`src/ggh_pkg.sv`:
```
// ggh_pkg: shared types, constants and tables for the gamepad host sequencer
// no dependencies
package ggh_pkg;

	typedef enum logic [1:0] {
		CMD_START = 2'd0,
		CMD_OUT_DONE = 2'd1,
		CMD_BYTE = 2'd2,
		CMD_IN_FAIL = 2'd3
	} cmd_t;

	localparam logic [1:0] ST_OK = 2'd0;
	localparam logic [1:0] ST_STALL = 2'd1;

	localparam logic [1:0] REG_GIP_MODE = 2'd0;
	localparam logic [1:0] REG_VENDOR_ID = 2'd1;
	localparam logic [1:0] REG_PRODUCT_ID = 2'd2;

	// slots past the defined entries never match
	localparam int DEFINED_SLOTS = 19;

	localparam logic [7:0] H0_ANNOUNCE = 8'h02;
	localparam logic [7:0] H0_STATUS = 8'h03;
	localparam logic [7:0] H0_GUIDE = 8'h07;
	localparam logic [7:0] H0_INPUT = 8'h20;
	localparam logic [7:0] MIN_LEGACY_LEN = 8'd14;

	typedef struct packed {
		logic [1:0] cmd;
		logic [7:0] data_byte;
		logic final_byte;
		logic [1:0] xfer_status;
		logic [1:0] player_number;
	} in_word_t;

	typedef struct packed {
		logic kind;
		logic [7:0] packet_byte;
		logic packet_end;
		logic deliver_report;
		logic home_valid;
		logic home_pressed;
		logic rearm_in;
	} out_word_t;

	// packet source selected by the front part
	typedef enum logic [1:0] {
		SRC_NONE = 2'd0,
		SRC_WALK = 2'd1,
		SRC_LED = 2'd2,
		SRC_ACK = 2'd3
	} src_t;

	// classified event handed to the back part
	typedef struct packed {
		src_t src;
		logic restart;
		logic [1:0] player_number;
		logic [7:0] ack_seq;
		logic deliver_report;
		logic home_valid;
		logic home_pressed;
		logic rearm_in;
	} job_t;

	typedef enum logic [1:0] {
		BK_IDLE = 2'd0,
		BK_WALK = 2'd1,
		BK_EMIT = 2'd2,
		BK_VERDICT = 2'd3
	} bk_state_t;

	typedef struct packed {
		logic [15:0] vid;
		logic [15:0] pid;
		logic [2:0] pkt;
	} init_entry_t;

	function automatic init_entry_t init_entry(input logic [4:0] i);
		init_entry_t e;
		e = '{vid: 16'h0000, pid: 16'h0000, pkt: 3'd0};
		case (i)
			5'd0: e = '{16'h0e6f, 16'h0165, 3'd2};
			5'd1: e = '{16'h0f0d, 16'h0067, 3'd2};
			5'd2: e = '{16'h1430, 16'h079b, 3'd2};
			5'd3: e = '{16'h0000, 16'h0000, 3'd0};
			5'd4: e = '{16'h045e, 16'h02ea, 3'd1};
			5'd5: e = '{16'h045e, 16'h0b00, 3'd1};
			5'd6: e = '{16'h045e, 16'h0b00, 3'd5};
			5'd7: e = '{16'h0e6f, 16'h0000, 3'd3};
			5'd8: e = '{16'h1430, 16'h079b, 3'd3};
			5'd9: e = '{16'h20d6, 16'ha01a, 3'd3};
			5'd10: e = '{16'h0e6f, 16'h0000, 3'd4};
			5'd11: e = '{16'h1430, 16'h079b, 3'd4};
			5'd12: e = '{16'h20d6, 16'ha01a, 3'd4};
			5'd13: e = '{16'h24c6, 16'h541a, 3'd6};
			5'd14: e = '{16'h24c6, 16'h542a, 3'd6};
			5'd15: e = '{16'h24c6, 16'h543a, 3'd6};
			5'd16: e = '{16'h24c6, 16'h541a, 3'd7};
			5'd17: e = '{16'h24c6, 16'h542a, 3'd7};
			5'd18: e = '{16'h24c6, 16'h543a, 3'd7};
			default: e = '{16'h0000, 16'h0000, 3'd0};
		endcase
		return e;
	endfunction

	function automatic logic [3:0] pkt_len(input logic [2:0] p);
		logic [3:0] l;
		case (p)
			3'd0: l = 4'd5;
			3'd1: l = 4'd5;
			3'd2: l = 4'd13;
			3'd3: l = 4'd7;
			3'd4: l = 4'd6;
			3'd5: l = 4'd6;
			default: l = 4'd13;
		endcase
		return l;
	endfunction

	function automatic logic [7:0] pkt_body(input logic [2:0] p, input logic [3:0] k);
		logic [7:0] b;
		b = 8'h00;
		case (p)
			3'd0: case (k)
				4'd0: b = 8'h05; 4'd1: b = 8'h20; 4'd3: b = 8'h01;
				default: b = 8'h00;
			endcase
			3'd1: case (k)
				4'd0: b = 8'h05; 4'd1: b = 8'h20; 4'd3: b = 8'h0f; 4'd4: b = 8'h06;
				default: b = 8'h00;
			endcase
			3'd2: case (k)
				4'd0: b = 8'h01; 4'd1: b = 8'h20; 4'd3: b = 8'h09; 4'd5: b = 8'h04;
				4'd6: b = 8'h20; 4'd7: b = 8'h3a; 4'd11: b = 8'h80;
				default: b = 8'h00;
			endcase
			3'd3: case (k)
				4'd0: b = 8'h0a; 4'd1: b = 8'h20; 4'd3: b = 8'h03; 4'd5: b = 8'h01;
				4'd6: b = 8'h14;
				default: b = 8'h00;
			endcase
			3'd4: case (k)
				4'd0: b = 8'h06; 4'd1: b = 8'h20; 4'd3: b = 8'h02; 4'd4: b = 8'h01;
				default: b = 8'h00;
			endcase
			3'd5: case (k)
				4'd0: b = 8'h4d; 4'd1: b = 8'h10; 4'd2: b = 8'h01; 4'd3: b = 8'h02;
				4'd4: b = 8'h07;
				default: b = 8'h00;
			endcase
			3'd6: case (k)
				4'd0: b = 8'h09; 4'd3: b = 8'h09; 4'd5: b = 8'h0f; 4'd8: b = 8'h1d;
				4'd9: b = 8'h1d; 4'd10: b = 8'hff;
				default: b = 8'h00;
			endcase
			default: case (k)
				4'd0: b = 8'h09; 4'd3: b = 8'h09; 4'd5: b = 8'h0f;
				default: b = 8'h00;
			endcase
		endcase
		return b;
	endfunction

	function automatic logic [7:0] ack_body(input logic [3:0] k, input logic [7:0] seq);
		logic [7:0] b;
		case (k)
			4'd0: b = 8'h01;
			4'd1: b = 8'h20;
			4'd2: b = seq;
			4'd3: b = 8'h09;
			4'd5: b = H0_GUIDE;
			4'd6: b = 8'h20;
			4'd7: b = 8'h02;
			default: b = 8'h00;
		endcase
		return b;
	endfunction

endpackage

```
`src/gamepad_gip_host_sequencer.sv`:
```
// gamepad_gip_host_sequencer: host side of one wired gamepad link
// each event yields one verdict word, which follows any table slots walked and packet bytes
// emitted for it; input words are still taken while the back part works on earlier jobs
// input stalls only while the two-entry job queue is full; reset: control state and
// configuration registers clear, data registers do not
// depends on ggh_pkg, ggh_front, ggh_queue, ggh_back
module gamepad_gip_host_sequencer #(
	parameter int MAX_REPORT_BYTES = 64,
	parameter int INIT_TABLE_ENTRIES = 19
) (
	input logic clk,
	input logic arst_n,
	input logic in_valid,
	output logic in_stall,
	input ggh_pkg::in_word_t in_data,
	output logic out_valid,
	input logic out_stall,
	output ggh_pkg::out_word_t out_data,
	input logic cfg_valid,
	output logic cfg_ready,
	input logic [1:0] cfg_index,
	input logic [15:0] cfg_data
);
	import ggh_pkg::*;

	logic gip_mode_q;
	logic [15:0] vid_q, pid_q;
	logic jv, full, qv, take;
	job_t jw, jr;

	assign cfg_ready = 1'b1;

	always_ff @(posedge clk or negedge arst_n) begin
		if (!arst_n) begin
			gip_mode_q <= 1'b0;
			vid_q <= '0;
			pid_q <= '0;
		end else if (cfg_valid) begin
			case (cfg_index)
				REG_GIP_MODE: gip_mode_q <= cfg_data[0];
				REG_VENDOR_ID: vid_q <= cfg_data;
				REG_PRODUCT_ID: pid_q <= cfg_data;
				default: ;
			endcase
		end
	end

	ggh_front #(.MAX_REPORT_BYTES(MAX_REPORT_BYTES)) u_front (
		.clk, .arst_n, .gip_mode(gip_mode_q),
		.in_valid, .in_word(in_data), .in_stall,
		.job_valid(jv), .job(jw), .job_full(full)
	);

	ggh_queue u_queue (
		.clk, .arst_n, .wr_valid(jv), .wr_job(jw), .full,
		.rd_valid(qv), .rd_job(jr), .rd_take(take)
	);

	ggh_back #(.INIT_TABLE_ENTRIES(INIT_TABLE_ENTRIES)) u_back (
		.clk, .arst_n, .gip_mode(gip_mode_q), .dev_vid(vid_q), .dev_pid(pid_q),
		.job_valid(qv), .job(jr), .job_take(take),
		.out_valid, .out_word(out_data), .out_stall
	);
endmodule

```
`src/ggh_front.sv`:
```
// ggh_front: accepts input words, tracks the report stream and classifies events
// depends on ggh_pkg
module ggh_front #(
	parameter int MAX_REPORT_BYTES = 64
) (
	input logic clk,
	input logic arst_n,
	input logic gip_mode,
	input logic in_valid,
	input ggh_pkg::in_word_t in_word,
	output logic in_stall,
	output logic job_valid,
	output ggh_pkg::job_t job,
	input logic job_full
);
	import ggh_pkg::*;

	localparam int PW = $clog2(MAX_REPORT_BYTES + 1);

	logic [PW-1:0] pos_q;
	logic [7:0] hdr_q [3];
	logic [7:0] key_off_q;
	logic key_state_q;
	logic key_cap_q;

	logic acc;
	logic [PW-1:0] len_c;
	logic [7:0] h0_c, h1_c, h2_c;
	logic [6:0] pairs;
	logic [7:0] off_c;
	logic store;
	logic hit;
	logic ks_c, kc_c;
	logic ev;

	assign in_stall = job_full;
	assign acc = in_valid && !job_full;
	assign store = (in_word.cmd == CMD_BYTE) && (pos_q < PW'(MAX_REPORT_BYTES));
	assign len_c = store ? pos_q + PW'(1) : pos_q;
	assign h0_c = (store && pos_q == PW'(0)) ? in_word.data_byte : hdr_q[0];
	assign h1_c = (store && pos_q == PW'(1)) ? in_word.data_byte : hdr_q[1];
	assign h2_c = (store && pos_q == PW'(2)) ? in_word.data_byte : hdr_q[2];
	assign pairs = in_word.data_byte[7:1];
	assign off_c = (pairs == 7'd0) ? 8'd0 : {pairs, 1'b0} + 8'd2;
	assign hit = store && pos_q >= PW'(4) && {{(8 > PW ? 8 - PW : 0){1'b0}}, pos_q} == key_off_q;
	assign ks_c = hit ? in_word.data_byte[0] : key_state_q;
	assign kc_c = hit ? 1'b1 : key_cap_q;
	assign ev = (in_word.cmd != CMD_BYTE) || in_word.final_byte;

	always_ff @(posedge clk or negedge arst_n) begin
		if (!arst_n) begin
			pos_q <= '0;
			key_off_q <= '0;
			key_state_q <= 1'b0;
			key_cap_q <= 1'b0;
		end else if (acc) begin
			if (in_word.cmd == CMD_BYTE && !in_word.final_byte) begin
				pos_q <= len_c;
				key_state_q <= ks_c;
				key_cap_q <= kc_c;
				if (store && pos_q == PW'(3)) key_off_q <= off_c;
			end else if (in_word.cmd == CMD_BYTE) begin
				pos_q <= '0;
				key_state_q <= ks_c;
				key_cap_q <= 1'b0;
				if (store && pos_q == PW'(3)) key_off_q <= off_c;
			end else if (in_word.cmd != CMD_OUT_DONE) begin
				pos_q <= '0;
				key_cap_q <= 1'b0;
			end
		end
	end

	always_ff @(posedge clk) begin
		if (acc && store && pos_q < PW'(3)) hdr_q[pos_q[1:0]] <= in_word.data_byte;
	end

	always_comb begin
		job = '{src: SRC_NONE, restart: 1'b0, player_number: in_word.player_number,
			ack_seq: h2_c, deliver_report: 1'b0, home_valid: 1'b0,
			home_pressed: 1'b0, rearm_in: 1'b0};
		case (in_word.cmd)
			CMD_START: begin
				job.rearm_in = 1'b1;
				if (gip_mode) begin
					job.src = SRC_WALK;
					job.restart = 1'b1;
				end else begin
					job.src = SRC_LED;
				end
			end
			CMD_OUT_DONE: begin
				if (in_word.xfer_status == ST_OK && gip_mode) job.src = SRC_WALK;
			end
			CMD_IN_FAIL: begin
				job.rearm_in = in_word.xfer_status != ST_STALL;
			end
			default: begin
				job.rearm_in = 1'b1;
				if (!gip_mode) begin
					job.deliver_report = h0_c == 8'h00 &&
						{{(8 > PW ? 8 - PW : 0){1'b0}}, len_c} >= MIN_LEGACY_LEN;
				end else if (h0_c == H0_ANNOUNCE && len_c >= PW'(4)) begin
					job.src = SRC_WALK;
					job.restart = 1'b1;
				end else if (h0_c == H0_GUIDE && len_c > PW'(4)) begin
					job.home_valid = kc_c;
					job.home_pressed = kc_c & ks_c;
					if (h1_c[4]) job.src = SRC_ACK;
				end else if (h0_c == H0_INPUT) begin
					job.deliver_report = 1'b1;
				end
			end
		endcase
	end

	assign job_valid = acc && ev;
endmodule

```
`src/ggh_queue.sv`:
```
// ggh_queue: two-entry job queue between the front and back parts
// depends on ggh_pkg
module ggh_queue (
	input logic clk,
	input logic arst_n,
	input logic wr_valid,
	input ggh_pkg::job_t wr_job,
	output logic full,
	output logic rd_valid,
	output ggh_pkg::job_t rd_job,
	input logic rd_take
);
	import ggh_pkg::*;

	job_t mem_q [2];
	logic wp_q, rp_q;
	logic [1:0] cnt_q;

	assign full = cnt_q == 2'd2;
	assign rd_valid = cnt_q != 2'd0;
	assign rd_job = mem_q[rp_q];

	always_ff @(posedge clk or negedge arst_n) begin
		if (!arst_n) begin
			wp_q <= 1'b0;
			rp_q <= 1'b0;
			cnt_q <= 2'd0;
		end else begin
			if (wr_valid) wp_q <= ~wp_q;
			if (rd_take) rp_q <= ~rp_q;
			cnt_q <= cnt_q + {1'b0, wr_valid} - {1'b0, rd_take};
		end
	end

	always_ff @(posedge clk) begin
		if (wr_valid) mem_q[wp_q] <= wr_job;
	end
endmodule

```
`src/ggh_back.sv`:
```
// ggh_back: runs jobs: init table walk, packet emission and verdict
// depends on ggh_pkg
module ggh_back #(
	parameter int INIT_TABLE_ENTRIES = 19
) (
	input logic clk,
	input logic arst_n,
	input logic gip_mode,
	input logic [15:0] dev_vid,
	input logic [15:0] dev_pid,
	input logic job_valid,
	input ggh_pkg::job_t job,
	output logic job_take,
	output logic out_valid,
	output ggh_pkg::out_word_t out_word,
	input logic out_stall
);
	import ggh_pkg::*;

	bk_state_t st_q, st_d;
	logic [4:0] idx_q;
	logic [7:0] seq_q;
	logic fin_q;
	logic [2:0] pkt_q;
	logic [3:0] k_q;
	logic [7:0] sseq_q;
	logic ack_q;

	init_entry_t e;
	logic match, past, last, live, found;
	logic [3:0] len;
	logic free;
	logic ov_q;
	out_word_t ow_q, ow_d;
	logic emit;

	assign e = init_entry(idx_q);
	assign past = {1'b0, idx_q} >= 6'(INIT_TABLE_ENTRIES);
	assign last = {1'b0, idx_q} == 6'(INIT_TABLE_ENTRIES - 1);
	assign live = {1'b0, idx_q} < 6'(DEFINED_SLOTS);
	assign match = (e.vid == 16'h0 || e.vid == dev_vid) &&
		(e.pid == 16'h0 || e.pid == dev_pid);
	assign found = live && match;
	assign len = ack_q ? 4'd13 : (job.src == SRC_LED) ? 4'd3 : pkt_len(pkt_q);
	assign free = !ov_q || !out_stall;
	assign out_valid = ov_q;
	assign out_word = ow_q;

	always_comb begin
		st_d = st_q;
		case (st_q)
			BK_IDLE: if (job_valid) begin
				if (job.src == SRC_LED || (job.src == SRC_ACK && fin_q)) st_d = BK_EMIT;
				else if (job.src == SRC_WALK && (job.restart || (gip_mode && !fin_q)))
					st_d = BK_WALK;
				else st_d = BK_VERDICT;
			end
			BK_WALK: if (past) st_d = BK_VERDICT;
				else if (found) st_d = BK_EMIT;
				else if (last) st_d = BK_VERDICT;
			BK_EMIT: if (free && k_q == len - 4'd1) st_d = BK_VERDICT;
			BK_VERDICT: if (free) st_d = BK_IDLE;
			default: st_d = BK_IDLE;
		endcase
	end

	always_comb begin
		emit = 1'b0;
		job_take = 1'b0;
		ow_d = '0;
		case (st_q)
			BK_EMIT: begin
				emit = free;
				ow_d.kind = 1'b0;
				ow_d.packet_end = k_q == len - 4'd1;
				if (ack_q) ow_d.packet_byte = ack_body(k_q, sseq_q);
				else if (k_q == 4'd2 && !job.src[1]) ow_d.packet_byte = sseq_q;
				else if (job.src == SRC_LED) begin
					case (k_q)
						4'd0: ow_d.packet_byte = 8'h01;
						4'd1: ow_d.packet_byte = 8'h03;
						default: ow_d.packet_byte = 8'h06 + {6'd0, job.player_number};
					endcase
				end else ow_d.packet_byte = pkt_body(pkt_q, k_q);
			end
			BK_VERDICT: begin
				emit = free;
				job_take = free;
				ow_d.kind = 1'b1;
				ow_d.deliver_report = job.deliver_report;
				ow_d.home_valid = job.home_valid;
				ow_d.home_pressed = job.home_pressed;
				ow_d.rearm_in = job.rearm_in;
			end
			default: begin
				emit = 1'b0;
			end
		endcase
	end

	always_ff @(posedge clk or negedge arst_n) begin
		if (!arst_n) begin
			st_q <= BK_IDLE;
			idx_q <= '0;
			seq_q <= '0;
			fin_q <= 1'b0;
			k_q <= '0;
			ov_q <= 1'b0;
			ack_q <= 1'b0;
		end else begin
			st_q <= st_d;
			if (emit) ov_q <= 1'b1;
			else if (!out_stall) ov_q <= 1'b0;
			case (st_q)
				BK_IDLE: if (job_valid) begin
					k_q <= '0;
					ack_q <= job.src == SRC_ACK;
					if (job.restart) begin
						idx_q <= '0;
						seq_q <= '0;
						fin_q <= 1'b0;
					end
				end
				BK_WALK: begin
					if (past) fin_q <= 1'b1;
					else begin
						idx_q <= idx_q + 5'd1;
						if (found) seq_q <= seq_q + 8'd1;
						else if (last) fin_q <= 1'b1;
					end
				end
				BK_EMIT: if (free) k_q <= k_q + 4'd1;
				default: ;
			endcase
		end
	end

	always_ff @(posedge clk) begin
		if (emit) ow_q <= ow_d;
		if (st_q == BK_IDLE && job_valid) begin
			sseq_q <= job.ack_seq;
			pkt_q <= 3'd0;
		end
		if (st_q == BK_WALK && !past && found) begin
			pkt_q <= e.pkt;
			sseq_q <= seq_q;
		end
	end
endmodule

```
`config.mk`:
```
export PLATFORM = sky130hd
export DESIGN_NAME = gamepad_gip_host_sequencer
export DESIGN_NICKNAME = d
export VERILOG_FILES = /design/src/ggh_pkg.sv /design/src/gamepad_gip_host_sequencer.sv /design/src/ggh_front.sv /design/src/ggh_queue.sv /design/src/ggh_back.sv
export SDC_FILE = /design/constraint.sdc
export NUM_CORES = 1
export LEC_CHECK = 0
export BUFFER_PORTS_ARGS = -buffer_cell sky130_fd_sc_hd__buf_2
export CORE_AREA = 2 2 132 147
export CTS_CLUSTER_DIAMETER = 50
export DETAILED_ROUTE_END_ITERATION = 10
export DIE_AREA = 0 0 134 149
export PLACE_DENSITY = 0.72
export SKIP_CTS_REPAIR_TIMING = 1
export SYNTH_ARGS = -nofsm -noshare
export SYNTH_HDL_FRONTEND = slang
export SYNTH_SLANG_ARGS = --single-unit
```
`constraint.sdc`:
```
create_clock -name clk -period 7.1 [get_ports clk]
set_input_delay 0 -clock clk [delete_from_list [all_inputs] [get_ports clk]]
set_output_delay 0 -clock clk [all_outputs]
set_load 0.02 [all_outputs]
```
==> flow_summary.yaml, run 1 <==
worst_hold_path:
  worstHoldPathType: "in -> reg"
die:
  rows: 53
  die_w_um: 134
  core_area_mm2: 0.0186
  die_h_um: 149
  num_io_pins: 55
  die_area_mm2: 0.0200
  start_util_pct: 47.8
placement:
  numPortBuffers: 53
  gp_congestion: 0.953
  placement.cell_area_mm2: 0.00933
  pre_cts_ws_ps: 2700
  dp.cells: 1139
  place_hpwl_mm: 15.0
clock_tree:
  htreeDepth: 4
  cts_tree: "yes"
  cts_buffers: 17
  clk_pin_slew_ps: 70
  cts_buffer_depth: 2
  clock_latency_ps: 430
  root_buffer: "clkbuf_16"
  cts_sinks: 151
synthesis:
  synth_top_area_cell: "edfxtp_1"
  syn_area_mm2: 0.00891
  synthFlopType: "edfxtp_1"
  syn_inst: 882
  synth_edf_count: 76
  ys_async_sr_fraction_pct: 49.7
  ys_ff_latch: 151
  syn_nets: 944
  synth_area_leaders: "edfxtp_1 (26%), dfrtp_1 (21%), mux2_2 (5.3%)"
  synthDominantCellAreaShare_pct: 25.6
  yosysWarnings: 0
  synth_most_common_cell: "edfxtp_1"
  ys_top_cells_by_count: "edfxtp_1 (76), dfrtp_1 (75), nand2_1 (74)"
  yosysSeqAreaShare_pct: 46.7
  synth_cell_type_count: 80
  syn_area_per_cell_um2: 10.1
critical_path:
  cp-start-kind: "register"
  end_kind: "register"
  critPathBufInv: 1
  worstPathMaxFanout: 18
  cp.arrival_ps: 4570
  worst-setup-path-type: "reg -> reg"
  slowest_stage: "dfrtp_1"
  critical-path-top-delay-family: "simple AND/OR/NAND/NOR gates"
  path_cells: "inv_1, ha_1, mux2_4, o311a_4, xor2_1, a2111o_1, nor4_4, o211ai_4, or2_1, nand2_1"
  cp.required_ps: 7180
  crit_path_max_incr_delay_ps: 680
drt:
  post_drt_wl_per_cell_um: 18.0
  vias: 7165
  drt_wl_total_mm: 21.6
  drc: 0
  viasPerCell: 5.97
  drt-pass1-iter-count: 5
  drtIter0Drc: 647
  drt.antenna.violating_nets: 0
pwr:
  p_leak_nw: 4.01
  vdd_drop_max_v: 0.000241
  power_density_mw_per_mm2: 358
  p_total_mw: 3.66
cells_and_area:
  area_growth_pct: 14.7
  final_util_pct: 54.9
  final_area_mm2: 0.0102
  num-nets-final: 1003
  diodes: 0
  fillers: 1628
  instances_no_fill: 1201
  drive_gt1_share_pct: 16.5
outcome:
  failed_checks: "negative hold slack"
  status: "complete, but fails checks"
grt:
  antenna_found_initial: 0
  globalRouteMet2Util_pct: 35.8
  top_usage_layer: "met2"
  grt_max_degree: 76
  grt_pass1_wl_mm: 34.6
  grt_util_met1_pct: 28.3
  overflow: 0
  grt.total_usage_pct: 22.0
  grt_pass1_vias: 6798
  grtUsageMet3_pct: 4.01
sta:
  fmax_mhz: 222
  tightest_slew_ps: 993
  finClkSkew_ps: 10.6
  hold_viol: 3
  fin_crit_ps: 4500
  setup_viol: 0
  finalSetupTns_ps: 0
  post-route-period-util_pct: 63.3
  hold_slack_ps: -23.7
  grt_setup_unrepaired: "no"
  slew_headroom_pct: 33.8
  fin_ws_ps: 2600
  maxSlewViolCount: 0
flow_run:
  cap_violations: 0
## cells by family (layout without fill, tap and decap cells)
group | after synthesis | in the layout | share of synthesized area [%]
simple gates | 297 | 297 | 17.6
mux | 76 | 76 | 9.21
other cells | 1 | 1 | 0.0421
compound gates | 220 | 220 | 16.5
xor+xnor | 26 | 26 | 2.56
fa+ha+maj | 24 | 24 | 3.37
buf+inv | 87 | 159 | 4.02
flops | 151 | 151 | 46.7
## cells in the final DEF (no fill, tap or decap), types with 6 or more instances in the layout
| master | n |
|---|---|
| and2_1 | 12 |
| a31oi_1 | 10 |
| o21a_1 | 8 |
| nand4_1 | 13 |
| nand2b_1 | 25 |
| a211oi_1 | 9 |
| dfrtp_1 | 75 |
| xor2_1 | 13 |
| nor3_1 | 25 |
| xnor2_1 | 13 |
| o22ai_1 | 7 |
| inv_6 | 6 |
| nor3b_1 | 8 |
| or3_1 | 7 |
| nor4_1 | 8 |
| mux2_2 | 42 |
| nor2_1 | 56 |
| and3_1 | 6 |
| clkbuf_16 | 17 |
| dlygate4sd3_1 | 30 |
| buf_2 | 52 |
| o21ai_0 | 50 |
| ha_1 | 24 |
| nand3_1 | 20 |
| mux2i_1 | 31 |
| inv_1 | 37 |
| o31ai_1 | 9 |
| buf_4 | 8 |
| edfxtp_1 | 76 |
| a21oi_1 | 66 |
| nand2_1 | 74 |
| nor2b_1 | 15 |
## worst reg2reg max path, cell delays in order (launching register included)
cell,delay [ps]
dfrtp_1,680
inv_1,200
ha_1,580
mux2_4,350
o311a_4,320
xor2_1,160
a2111o_1,430
nor4_4,360
o211ai_4,230
or2_1,430
nand2_1,410
## report_power, final
part,leakage [nW],internal (mW),switching (mW)
sequential,1.66,1.14,0.186
clock,0.292,0.504,0.409
combinational,2.05,0.554,0.867
total,4.01,2.20,1.46
## area by class of cell
cell class	count	area, um^2	area share [%]
Inverter	37	139	1.36
Multi-Input combinational cell	644	4400	43.0
Clock buffer	17	425	4.16
Tap cell	247	309	3.02
Sequential cell	151	4160	40.7
Timing Repair Buffer	90	621	6.07
Clock inverter	15	171	1.68
## sequential cells by signal, indices dropped and copies added, names as in the netlist
signal	count
gip_mode_q	1
pid_q	16
u_back.ack_q	1
u_back.fin_q	1
u_back.idx_q	5
u_back.k_q	4
u_back.out_valid	1
u_back.out_word	14
u_back.pkt_q	3
u_back.seq_q	8
u_back.sseq_q	8
u_back.st_q	2
u_front.hdr_q	17
u_front.key_cap_q	1
u_front.key_off_q	7
u_front.key_state_q	1
u_front.pos_q	7
u_queue.cnt_q	2
u_queue.mem_q	34
u_queue.rp_q	1
u_queue.wp_q	1
vid_q	16
## layer usage
| metal | routed length [um] | vias up | part of all wire [%] |
|---|---|---|---|
| met4 | 696 | 0 | 3.2 |
| met1 | 9240 | 3411 | 43 |
| li1 | - | 3376 | - |
| met5 | 0 | - | 0 |
| met2 | 10400 | 324 | 48 |
| met3 | 1240 | 54 | 5.8 |
## path summary, 6_finish.rpt
path                                                   from  slack (ps)                               end  depth (start not counted)
min                                               out_stall         -20      u_back.out_valid$_DFFE_PN0P_                          3
min reg2reg                u_front.key_off_q[6]$_DFFE_PN0P_         480  u_front.key_off_q[6]$_DFFE_PN0P_                          2
max in group asynchronous                            arst_n        6180          u_back.ack_q$_DFFE_PN0P_                          2
max                             u_back.idx_q[1]$_DFFE_PN0P_        2600     u_back.pkt_q[2]$_SDFFCE_PN0P_                         10
max reg2reg                     u_back.idx_q[1]$_DFFE_PN0P_        2600     u_back.pkt_q[2]$_SDFFCE_PN0P_                         10
min in group asynchronous                            arst_n         280             vid_q[15]$_DFFE_PN0P_                          2
(Power assumes the default switching activity.)
==> run 2, diff against run 1 <==
Settings changed: PLACE_DENSITY 0.72 to 0.74.
Clock period 7.1 ns to 3.9 ns, I/O delays scaled along.
==> flow_summary.yaml, run 2 (synthesis results as in run 1) <==
outcome:
  status: "complete, but fails checks"
  failed_checks: "negative hold slack"
sta:
  fmax_mhz: 276
  slew_headroom_pct: 35.6
  fin_crit_ps: 3620
  hold_viol: 1
  setup_viol: 0
  hold_slack_ps: -11.0
  finClkSkew_ps: 12.9
  finalSetupTns_ps: 0
  grt_setup_unrepaired: "no"
  maxSlewViolCount: 0
  tightest_slew_ps: 966
  post-route-period-util_pct: 92.7
grt:
  grt_pass1_vias: 6570
  overflow: 0
  antenna_found_initial: 0
  grt_max_degree: 76
  grt.total_usage_pct: 21.4
  grt_pass1_wl_mm: 33.9
worst_hold_path:
  holdPathEnd: "u_back.out_valid$_DFFE_PN0P_"
  hp-start: "out_stall"
  hold_depth: 3
  worstHoldPathType: "in -> reg"
cells_and_area:
  top_register: "u_queue.mem_q"
  num-nets-final: 1014
  fillers: 1602
  diodes: 0
  mostFrequentLayoutCell: "edfxtp_1"
  largest_reg_flops: 34
  layout_common_cells: "edfxtp_1 (76), nand2_1 (74), dfrtp_1 (73)"
  instances_no_fill: 1212
  drive_gt1_share_pct: 17.6
  area_growth_pct: 16.0
critical_path:
  r2r_slack_ps: 280
  reg2reg_from: "u_back.idx_q[0]$_DFFE_PN0P_"
  critical-path-top-delay-family: "compound AO/OA/AOI/OAI gates"
  crit_path_max_incr_delay_ps: 430
  worst-setup-path-type: "reg -> reg"
  cp.required_ps: 4240
  worstPathMaxFanout: 17
  path_cells: "inv_1, ha_1, mux2_4, o311a_4, xor2_1, a2111o_1, nor4_4, o211ai_4, buf_4, a2111oi_2, mux2i_1"
  slowest_stage: "dfrtp_2"
  r2r-end: "u_back.seq_q[6]$_DFFE_PN0P_"
  reg2reg_depth: 11
  end_kind: "register"
  critPathBufInv: 2
  cp-start-kind: "register"
  cp.arrival_ps: 3960
die:
  rows: 53
  die_area_mm2: 0.0200
  core_area_mm2: 0.0186
  num_io_pins: 55
  die_w_um: 134
  start_util_pct: 47.8
  die_h_um: 149
clock_tree:
  cts_tree: "yes"
  clock_latency_ps: 420
  htreeDepth: 4
  cts_buffers: 17
  cts_buffer_depth: 2
  cts_sinks: 151
  clk_pin_slew_ps: 70
  root_buffer: "clkbuf_16"
drt:
  drt.antenna.violating_nets: 0
  post_drt_wl_per_cell_um: 17.4
  drtIter0Drc: 676
  vias: 7114
  drt_wl_total_mm: 21.1
  viasPerCell: 5.87
  drt-pass1-iter-count: 5
  drc: 0
placement:
  place_hpwl_mm: 14.9
  numPortBuffers: 53
  gp_congestion: 0.919
  dp.cells: 1150
pwr:
  p_leak_nw: 4.07
  power_density_mw_per_mm2: 647
  vdd_drop_max_v: 0.000327
flow_run:
  cap_violations: 0
run 2: worst reg2reg max path: stages, from the launching register on:
cell       delay, ps
dfrtp_2          430
inv_1            120
ha_1             370
mux2_4           320
o311a_4          330
xor2_1           150
a2111o_1         430
nor4_4           410
o211ai_4         110
buf_4            220
a2111oi_2        430
mux2i_1          230
run 2: per-layer routing:
metal	vias to the layer above	GRT usage, %	share of wire (%)
met2	234	34.1	48
met3	40	3.77	4.9
li1	3404	-	-
met5	-	0	0
met4	0	9.20	2.9
met1	3436	28.8	44
run 2: through the flow:
step | cell area, um^2 | total power, mW | hold slack, ps | setup slack [ps] | util [%]
2_1_floorplan | 8910 | 4.29 | -296 | 13.9 | -
3_3_place_gp | 9420 | 4.96 | 206 | 362 | 50.6
3_5_place_dp | 9420 | 5.00 | 204 | 264 | 50.6
4_1_cts | 10000 | 6.66 | -244 | 228 | 53.8
5_1_grt | 10300 | 7.13 | -4.75 | 26.2 | 55.5
6_report | 10300 | 6.69 | -11.0 | 283 | 55.5
run 2: worst max path at each step:
stage,startpoint,endpoint,slack [ps],cells after the start
2_1_floorplan,u_back.idx_q[1]$_DFFE_PN0P_,u_back.pkt_q[0]$_SDFFCE_PN0P_,10,13
3_3_place_gp,u_back.idx_q[0]$_DFFE_PN0P_,u_back.sseq_q[4]$_DFFE_PP_,360,10
3_5_place_dp,u_back.idx_q[0]$_DFFE_PN0P_,u_back.seq_q[6]$_DFFE_PN0P_,260,12
4_1_cts,u_back.idx_q[0]$_DFFE_PN0P_,u_back.seq_q[6]$_DFFE_PN0P_,230,12
5_1_grt,u_back.idx_q[0]$_DFFE_PN0P_,u_back.seq_q[6]$_DFFE_PN0P_,30,11
6_report,u_back.idx_q[0]$_DFFE_PN0P_,u_back.seq_q[6]$_DFFE_PN0P_,280,11
run 2: layout make-up:
class	count	area [um^2]	share of cell area, %
Clock buffer	17	425	4.11
Sequential cell	151	4160	40.3
Tap cell	247	309	2.99
Multi-Input combinational cell	644	4410	42.6
Clock inverter	15	180	1.74
Timing Repair Buffer	101	716	6.92
Inverter	37	139	1.34
run 2: power by group:
group | internal (mW) | switching (mW)
Sequential | 2.08 | 0.290
Combinational | 1.04 | 1.62
Clock | 0.917 | 0.734
Total | 4.04 | 2.65
==> run 3, diff against run 2 <==
Settings changed: PLACE_DENSITY 0.74 to 0.72.
Clock period 3.9 ns to 3.6 ns, I/O delays scaled along.
==> flow_summary.yaml, run 3 (synthesis results as in run 1) <==
outcome:
  status: "complete, but fails checks"
  failed_checks: "negative hold slack"
grt:
  globalRouteMet2Util_pct: 34.4
  grt_pass1_vias: 6496
  grt.total_usage_pct: 21.5
  antenna_found_initial: 0
  overflow: 0
  grt_util_met1_pct: 29.5
  grt_max_degree: 76
  grtUsageMet3_pct: 3.91
  top_usage_layer: "met2"
  grt_pass1_wl_mm: 34.0
die:
  die_area_mm2: 0.0200
  start_util_pct: 47.8
  core_area_mm2: 0.0186
  die_w_um: 134
  die_h_um: 149
  num_io_pins: 55
  rows: 53
cells_and_area:
  num-nets-final: 1020
  drive_gt1_share_pct: 18.4
  top_register: "u_queue.mem_q"
  largest_reg_flops: 34
  diodes: 0
  instances_no_fill: 1218
  area_growth_pct: 16.2
  layout_common_cells: "edfxtp_1 (76), dfrtp_1 (75), nand2_1 (73)"
  mostFrequentLayoutCell: "edfxtp_1"
sta:
  fmax_mhz: 291
  setup_viol: 0
  post-route-period-util_pct: 95.5
  fin_ws_ps: 161
  maxSlewViolCount: 0
  tightest_slew_ps: 992
  finClkSkew_ps: 11.8
  slew_headroom_pct: 33.9
  hold_slack_ps: -9.45
  fin_crit_ps: 3440
  hold_viol: 1
placement:
  numPortBuffers: 53
  dp.cells: 1153
  place_hpwl_mm: 14.7
  pre_cts_ws_ps: 201
  gp_congestion: 0.921
drt:
  drt.antenna.violating_nets: 0
  drt_wl_total_mm: 21.3
  drt-pass1-iter-count: 6
  viasPerCell: 5.91
  drtIter0Drc: 601
  vias: 7194
  drc: 0
  post_drt_wl_per_cell_um: 17.5
clock_tree:
  cts_tree: "yes"
  clock_latency_ps: 430
  htreeDepth: 4
  cts_buffer_depth: 2
  cts_sinks: 151
  root_buffer: "clkbuf_16"
  cts_buffers: 17
  clk_pin_slew_ps: 60
critical_path:
  end_kind: "register"
  worst-setup-path-type: "reg -> reg"
  cp-start-kind: "register"
  worstPathMaxFanout: 10
  cp.arrival_ps: 3740
  cp.required_ps: 3900
  r2r_slack_ps: 160
pwr:
  p_leak_nw: 4.08
  power_density_mw_per_mm2: 695
  vdd_drop_max_v: 0.000422
flow_run:
  cap_violations: 0
worst_hold_path:
  worstHoldPathType: "in -> reg"
[run 3: critical path, cell delays in order (launching register included)]
cell and delay (ps):
dfrtp_1 380, inv_1 160, ha_4 240, buf_4 170, or4b_4 550, o211a_1 150
a311oi_2 230, o2111ai_2 190, nor4_4 400, o21ai_1 140, a221oi_2 340, mux2_1 360
[run 3: power by group]
| part | switching, mW | leakage [nW] | internal [mW] |
|---|---|---|---|
| combinational | 1.76 | 2.14 | 1.15 |
| clock | 0.752 | 0.279 | 0.973 |
| sequential | 0.318 | 1.66 | 2.26 |
| total | 2.82 | 4.08 | 4.38 |
[run 3: per-layer routing]
layer	share of wire (%)	routed length [um]	vias to the layer above
met5	0	0	-
met4	2.5	523	0
met3	5.5	1180	44
met2	48	10300	277
met1	44	9310	3450
li1	-	-	3423
[run 3: metrics by stage]
stage	power (mW)	hold slack, ps	utilization, %	setup TNS [ps]	instance area (um^2)
after CTS	7.13	-240	53.7	0	10000
after global routing	7.64	14.4	55.6	-0.0968	10400
after floorplan	4.66	-296	-	0	8920
after global placement	5.38	208	50.7	0	9440
final	7.20	-9.45	55.6	0	10400
after detailed placement	5.40	201	50.7	0	9440
[run 3: worst paths after layout]
check / endpoint / from / depth (start not counted)
max: u_back.st_q[1]$_DFFE_PN0P_ / u_back.idx_q[1]$_DFFE_PN0P_ / 11
min: u_back.out_valid$_DFFE_PN0P_ / out_stall / 3
max reg2reg: u_back.st_q[1]$_DFFE_PN0P_ / u_back.idx_q[1]$_DFFE_PN0P_ / 11
min reg2reg: u_front.key_off_q[6]$_DFFE_PN0P_ / u_front.key_off_q[6]$_DFFE_PN0P_ / 2
max in group asynchronous: u_queue.wp_q$_DFFE_PN0P_ / arst_n / 2
min in group asynchronous: vid_q[14]$_DFFE_PN0P_ / arst_n / 2
[run 3: layout make-up]
cell class | instances | area, um^2
multi-input combinational | 644 | 4430
inverter | 37 | 139
sequential | 151 | 4160
timing repair buffer | 107 | 748
fill | 1586 | 8280
clock inverter | 14 | 141
tap | 247 | 309
clock buffer | 18 | 429
